--- src/rtl/ert_ram.sv ---
module ert_ram #(
	parameter int WIDTH = 8,
	parameter int DEPTH = 16
) (
	input logic clk,
	input logic we,
	input logic [$clog2(DEPTH)-1:0] waddr,
	input logic [WIDTH-1:0] wdata,
	input logic [$clog2(DEPTH)-1:0] raddr,
	output logic [WIDTH-1:0] rdata
);
	logic [WIDTH-1:0] mem [DEPTH];

	always_ff @(posedge clk) begin
		if (we) mem[waddr] <= wdata;
		rdata <= mem[raddr];
	end
endmodule

--- config.mk ---
export PLATFORM = sky130hd
export DESIGN_NAME = ert_ram
export DESIGN_NICKNAME = d
export VERILOG_FILES = /design/src/rtl/ert_ram.sv
export SDC_FILE = /design/constraint.sdc
export NUM_CORES = 1
export LEC_CHECK = 0
export BUFFER_PORTS_ARGS = -buffer_cell sky130_fd_sc_hd__buf_4
export CORE_UTILIZATION = 44
export DETAILED_ROUTE_END_ITERATION = 8
export REMOVE_ABC_BUFFERS = 1
export SLEW_MARGIN = 30
export SYNTH_ARGS = -nofsm -noshare
export SYNTH_HDL_FRONTEND = slang
export SYNTH_SLANG_ARGS = --single-unit
export TNS_END_PERCENT = 1
--- constraint.sdc ---
create_clock -name clk -period 2.7 [get_ports clk]
set_clock_uncertainty 0.2 [all_clocks]
set_input_delay 0.54 -clock clk [delete_from_list [all_inputs] [get_ports clk]]
set_output_delay 0.54 -clock clk [all_outputs]
set_load 0.02 [all_outputs]
==> results.sh, run 1 <==
export IMPL_status="finished clean"
export IMPL_synthDistinctLibCells=19
export IMPL_antenna_left=0
export IMPL_endpoint_kind="flop"
export IMPL_h_tree_depth=4
export IMPL_crit_type="in2reg"
export IMPL_relSlewSlack_pct=60.00
export IMPL_die_w_um=110.2
export IMPL_final_cell_mix="edfxtp_1 (128), buf_4 (46), mux4_2 (18)"
export IMPL_dieHeight_um=110.2
export IMPL_power_density_nw_per_um2=822.4
export IMPL_port_buffers=25
export IMPL_required_ns=2.79
export IMPL_grt_first_pass_wirelength_um=14080
export IMPL_grt_setup_unrepaired="false"
export IMPL_grt_max_degree=33
export IMPL_avgViaCountPerCell=5.345
export IMPL_cts_sinks=136
export IMPL_startpoint_type="input pin"
export IMPL_die_area_um2=12140
export IMPL_crit_family="multiplexers"
export IMPL_wl_per_cell_um=21.16
export IMPL_antenna_cells=0
export IMPL_rows=39
export IMPL_hp_class="in2reg"
export IMPL_finalCritPeriodShare_pct=68.58
export IMPL_initial_utilization_pct=45.08
export IMPL_clkTransAtPathRegs_ns=0.06
export IMPL_core_area_um2=11420
export IMPL_final_common_cell="edfxtp_1"
export IMPL_cts_tree="done"
export IMPL_drive_gt1_share_pct=32.21
export IMPL_min_period_ns=1.852
export IMPL_grt_overflow_total=0
export IMPL_cp_data_arrival_time_ns=1.94
export IMPL_finalHoldViolations=0
export IMPL_firstDrtPassIters=7
export IMPL_drcViolationCount=0
export IMPL_ir_drop_v=0.0004342
export IMPL_area_growth_pct=21.71
export IMPL_setup_viol=0
export IMPL_drt_total_wl_um=9332
export IMPL_cpPeakStageDelay_ns=0.56
export IMPL_nets=303
export IMPL_p_leak_nw=2.150
export IMPL_synthesis_area_um2=5147
export IMPL_timing_critical_path_buf_inv=2
export IMPL_cts_root_buf="clkbuf_16"
export IMPL_cts_resized=0
export IMPL_yosysSeqAreaShare_pct=77.78
export IMPL_timing_fmax_ghz=0.5401
export IMPL_hpwl_um=6074
export IMPL_cts_hold_buffers=0
export IMPL_antenna_found_initial=0
export IMPL_grt_usage_pct=17.20
export IMPL_worstPathMaxFanout=17
export IMPL_tns_ns=0
export IMPL_fin_util_pct=54.87
export IMPL_fin_cells=441
export IMPL_vias=2357
export IMPL_drv_cap=0
export IMPL_ys_warnings_count=0
export IMPL_place_congestion=0.7446
export IMPL_critical_path_slowest_cell="mux4_1"
export IMPL_io_pins=26
export IMPL_crit_chain="buf_4 > buf_12 > mux4_1 > a22oi_1 > nand2_1"
export IMPL_drtIter0Drc=118
export IMPL_post_cts_buffers=0
export IMPL_tightestPinTransition_ns=0.5979
export IMPL_clkLatencyLatePin_ns=0.42
export IMPL_clock_path_buffers=2
export IMPL_syn_area_per_cell_um2=22.48
export IMPL_cts_buffers=17
export IMPL_dp_cells=409
export IMPL_slew_violations=0
export IMPL_first_global_vias=2412
export IMPL_ys_seq_elements=136
export IMPL_netlist_instances=229
[stage by stage]
stage	power, mW	instance area, um2	setup slack, ns	hold slack [ns]
after global placement	2.661	5605	0.4166	0.4619
after floorplan	2.526	5061	0.4671	0.4293
after global routing	5.306	6265	0.7985	0.2327
final	5.152	6265	0.8484	0.2282
after detailed placement	2.666	5605	0.4255	0.4688
after CTS	5.193	6265	0.8565	0.2172
[registers in the layout, indices dropped and copies added (netlist names)]
signal / flops
rdata: 8
mem: 128
[power by group]
part	internal [mW]	switching [mW]	total (mW)
clock	1.72	0.812	2.53
combinational	0.109	0.136	0.245
sequential	2.36	0.0118	2.37
[kinds of logic after synthesis]
group | synth area share (%)
and+or+nand+nor | 3.184
muxes | 15.02
buffers and inverters | 1.677
AOI/OAI and AO/OA | 2.334
DFF | 77.78
[final timing paths]
path	start	endpoint	slack, ns	cells after the start
max	raddr[0]	rdata[2]	0.85	5
min	wdata[1]	mem[6][1]	0.23	1
max reg2reg	mem[2][3]	rdata[3]	1.14	3
min reg2reg	mem[15][5]	rdata[5]	0.48	3
[final cells by class]
type / count / area [um2]
clock buffer: 18 / 429.2
tap: 143 / 178.9
sequential: 136 / 4004
timing repair buffer: 47 / 365.4
fill: 884 / 5154
clock inverter: 14 / 230.2
multi-input combinational: 83 / 1057
[synthesized netlist by cell type (all sizes together)]
cell type      count  area share [%]
clkdlybuf4s25      3            0.58
nand2              9            0.66
nor2              13            0.95
nand2b             2            0.24
and2               1            0.12
edfxtp           128              75
nor2b              1            0.12
and2b              1            0.15
mux4              32              15
a22oi             16             2.3
nor3               4            0.39
dfxtp              8             3.1
nand3              1           0.097
buf                7             1.1
or3b               1            0.17
nand3b             2            0.29
[routing by layer]
layer  GRT usage (%)  share of wire [%]  up-vias  routed length (um)
met4           6.203               0.87        0                  81
met1           23.14                 44     1214                4148
li1                -                  -     1089                   -
met3           4.762                3.7        7                 341
met5               0                  0        -                   0
met2           27.05                 51       47                4760
(Power assumes the default switching activity.)
==> run 2, diff against run 1 <==
==> constraint.sdc (replaced) <==
create_clock -name clk -period 1.9 [get_ports clk]
set_clock_uncertainty 0.2 [all_clocks]
set_input_delay 0.38 -clock clk [delete_from_list [all_inputs] [get_ports clk]]
set_output_delay 0.38 -clock clk [all_outputs]
set_load 0.02 [all_outputs]
==> run 2 against run 1 <==
The run now ends with design-rule violations left. Global-route usage is 1.1 points higher. Worst hold slack worse by 0.16 ns. Core utilization is 0.35 points higher. Worst setup slack worse by 0.57 ns. Critical path type unchanged. Highest routed layer unchanged.
==> results.sh, run 2 (synthesis gave the netlist of run 1 again) <==
export IMPL_whs_ns=0.07037
export IMPL_p_sw_mw=1.452
export IMPL_regMostFlops="mem"
export IMPL_regToRegSetupSlack_ns=0.33
export IMPL_io_pins=26
export IMPL_cts_sinks=136
export IMPL_hpwl_um=6409
export IMPL_core_area_um2=11420
export IMPL_grt_usage_pct=18.34
export IMPL_post_cts_buffers=0
export IMPL_die_area_um2=12140
export IMPL_cts_hold_buffers=0
export IMPL_ir_drop_v=0.0004619
export IMPL_min_period_ns=1.617
export IMPL_dp_cells=420
export IMPL_cpPeakStageDelay_ns=0.55
export IMPL_area_growth_pct=22.48
export IMPL_reg2reg_to="rdata[5]"
export IMPL_worstPathMaxFanout=19
export IMPL_hold_start="wdata[1]"
export IMPL_reg2regPathDepth=3
export IMPL_firstDrtPassIters=8
export IMPL_cp_common_cell="buf_12"
export IMPL_crit_type="in2reg"
export IMPL_nets=314
export IMPL_clock_path_buffers=2
export IMPL_switching_share_pct=21.01
export IMPL_drtIter0Drc=142
export IMPL_fin_cells=452
export IMPL_startpoint_type="input pin"
export IMPL_cts_resized=0
export IMPL_place_ws_ns=-0.1466
export IMPL_clkLatencyLatePin_ns=0.42
export IMPL_drcViolationCount=1
export IMPL_hold_end="mem[1][1]"
export IMPL_rows=39
export IMPL_wl_per_cell_um=21.94
export IMPL_relSlewSlack_pct=48.67
export IMPL_cts_tree="done"
export IMPL_finalInstanceArea_um2=6305
export IMPL_crit_start="raddr[0]"
export IMPL_multi_input_area_um2=1057
export IMPL_required_ns=2.00
export IMPL_tns_ns=0
export IMPL_power_density_nw_per_um2=1096
export IMPL_status="finished with violations"
export IMPL_final_cell_mix="edfxtp_1 (128), buf_4 (54), mux4_2 (18)"
export IMPL_initial_utilization_pct=45.08
export IMPL_whs_path_depth=1
export IMPL_finalHoldViolations=0
export IMPL_grt_setup_unrepaired="false"
export IMPL_first_global_vias=2558
export IMPL_hp_class="in2reg"
export IMPL_cp_data_arrival_time_ns=1.71
export IMPL_cts_buffers=17
export IMPL_dpl_instance_area_um2=5725
export IMPL_clock_power_share_pct=45.7
export IMPL_avgViaCountPerCell=5.500
export IMPL_die_w_um=110.2
export IMPL_drt_total_wl_um=9916
export IMPL_seq_area_um2=4004
export IMPL_critical_path_slowest_cell="mux4_1"
export IMPL_grt_first_pass_wirelength_um=15030
export IMPL_drv_cap=0
export IMPL_reg_top3="mem: 128 flops, rdata: 8 flops"
export IMPL_largest_reg_flops=128
export IMPL_clkTransAtPathRegs_ns=0.06
export IMPL_timing_critical_path_buf_inv=3
export IMPL_failed_checks="design-rule violations"
export IMPL_finalCritPeriodShare_pct=85.10
export IMPL_endpoint_kind="flop"
export IMPL_drive_gt1_share_pct=34.63
export IMPL_slew_violations=0
export IMPL_setup_ws_ns=0.2831
export IMPL_n_fill_cell=889
export IMPL_cts_root_buf="clkbuf_16"
export IMPL_p_leak_nw=2.171
export IMPL_port_buffers=25
export IMPL_p_int_mw=5.458
export IMPL_grt_overflow_total=0
export IMPL_h_tree_depth=4
export IMPL_antenna_found_initial=0
export IMPL_timing_fmax_ghz=0.6185
export IMPL_antenna_left=0
export IMPL_crit_family="multiplexers"
export IMPL_pwr_share_seq_pct=48.8
export IMPL_antenna_cells=0
export IMPL_power_frac_comb_pct=5.4
export IMPL_place_congestion=0.7361
export IMPL_grt_max_degree=20
export IMPL_vias=2486
export IMPL_rr_startpoint="mem[9][5]"
export IMPL_dieHeight_um=110.2
export IMPL_setup_viol=0
export IMPL_crit_chain="buf_4 > buf_12 > buf_12 > mux4_1 > a22oi_1 > nand2_1"
export IMPL_tightestPinTransition_ns=0.7684
export IMPL_final_common_cell="edfxtp_1"
==> run 2: worst max path at each step <==
stage	to	cells past startpoint
4_1_cts	rdata[2]	6
2_1_floorplan	mem[0][0]	2
3_3_place_gp	rdata[2]	6
6_report	rdata[2]	6
5_1_grt	rdata[2]	6
3_5_place_dp	rdata[2]	6
==> run 2: worst reg2reg max path, cell delays in order, from the launching register on <==
cell,delay (ns)
edfxtp_1,0.35
mux4_1,0.50
a22oi_1,0.31
nand2_1,0.09
==> run 2: metal layers <==
metal	part of all wire (%)	GRT usage, %	vias up
li1	-	-	1106
met1	45	24.19	1316
met2	50	29.20	54
met3	3.7	4.997	10
met4	1.3	7.049	0
met5	0	0	-
==> run 2: per-stage QoR <==
stage                     utilization, %  power (mW)
after global routing               55.22       7.128
after detailed placement           50.14       3.815
final                              55.22       6.910
after global placement             50.14       3.807
after CTS                          55.22       6.963
after floorplan                        -       3.590
==> run 2: final cells by class <==
type / count / share of cell area (%)
well taps: 143 / 2.838
clock inverters: 15 / 2.441
flip-flops and latches: 136 / 63.50
repair buffers: 58 / 7.700
multi-input cells: 83 / 16.77
clock buffers: 17 / 6.747
==> run 2: power groups by stage <==
stage | sequential, mW | combinational [mW] | clock [mW]
after floorplan | 3.46 | 0.134 | 0
after global placement | 3.43 | 0.372 | 0
after CTS | 3.38 | 0.379 | 3.21
after global routing | 3.38 | 0.404 | 3.34
final | 3.37 | 0.375 | 3.16
after detailed placement | 3.44 | 0.378 | 0
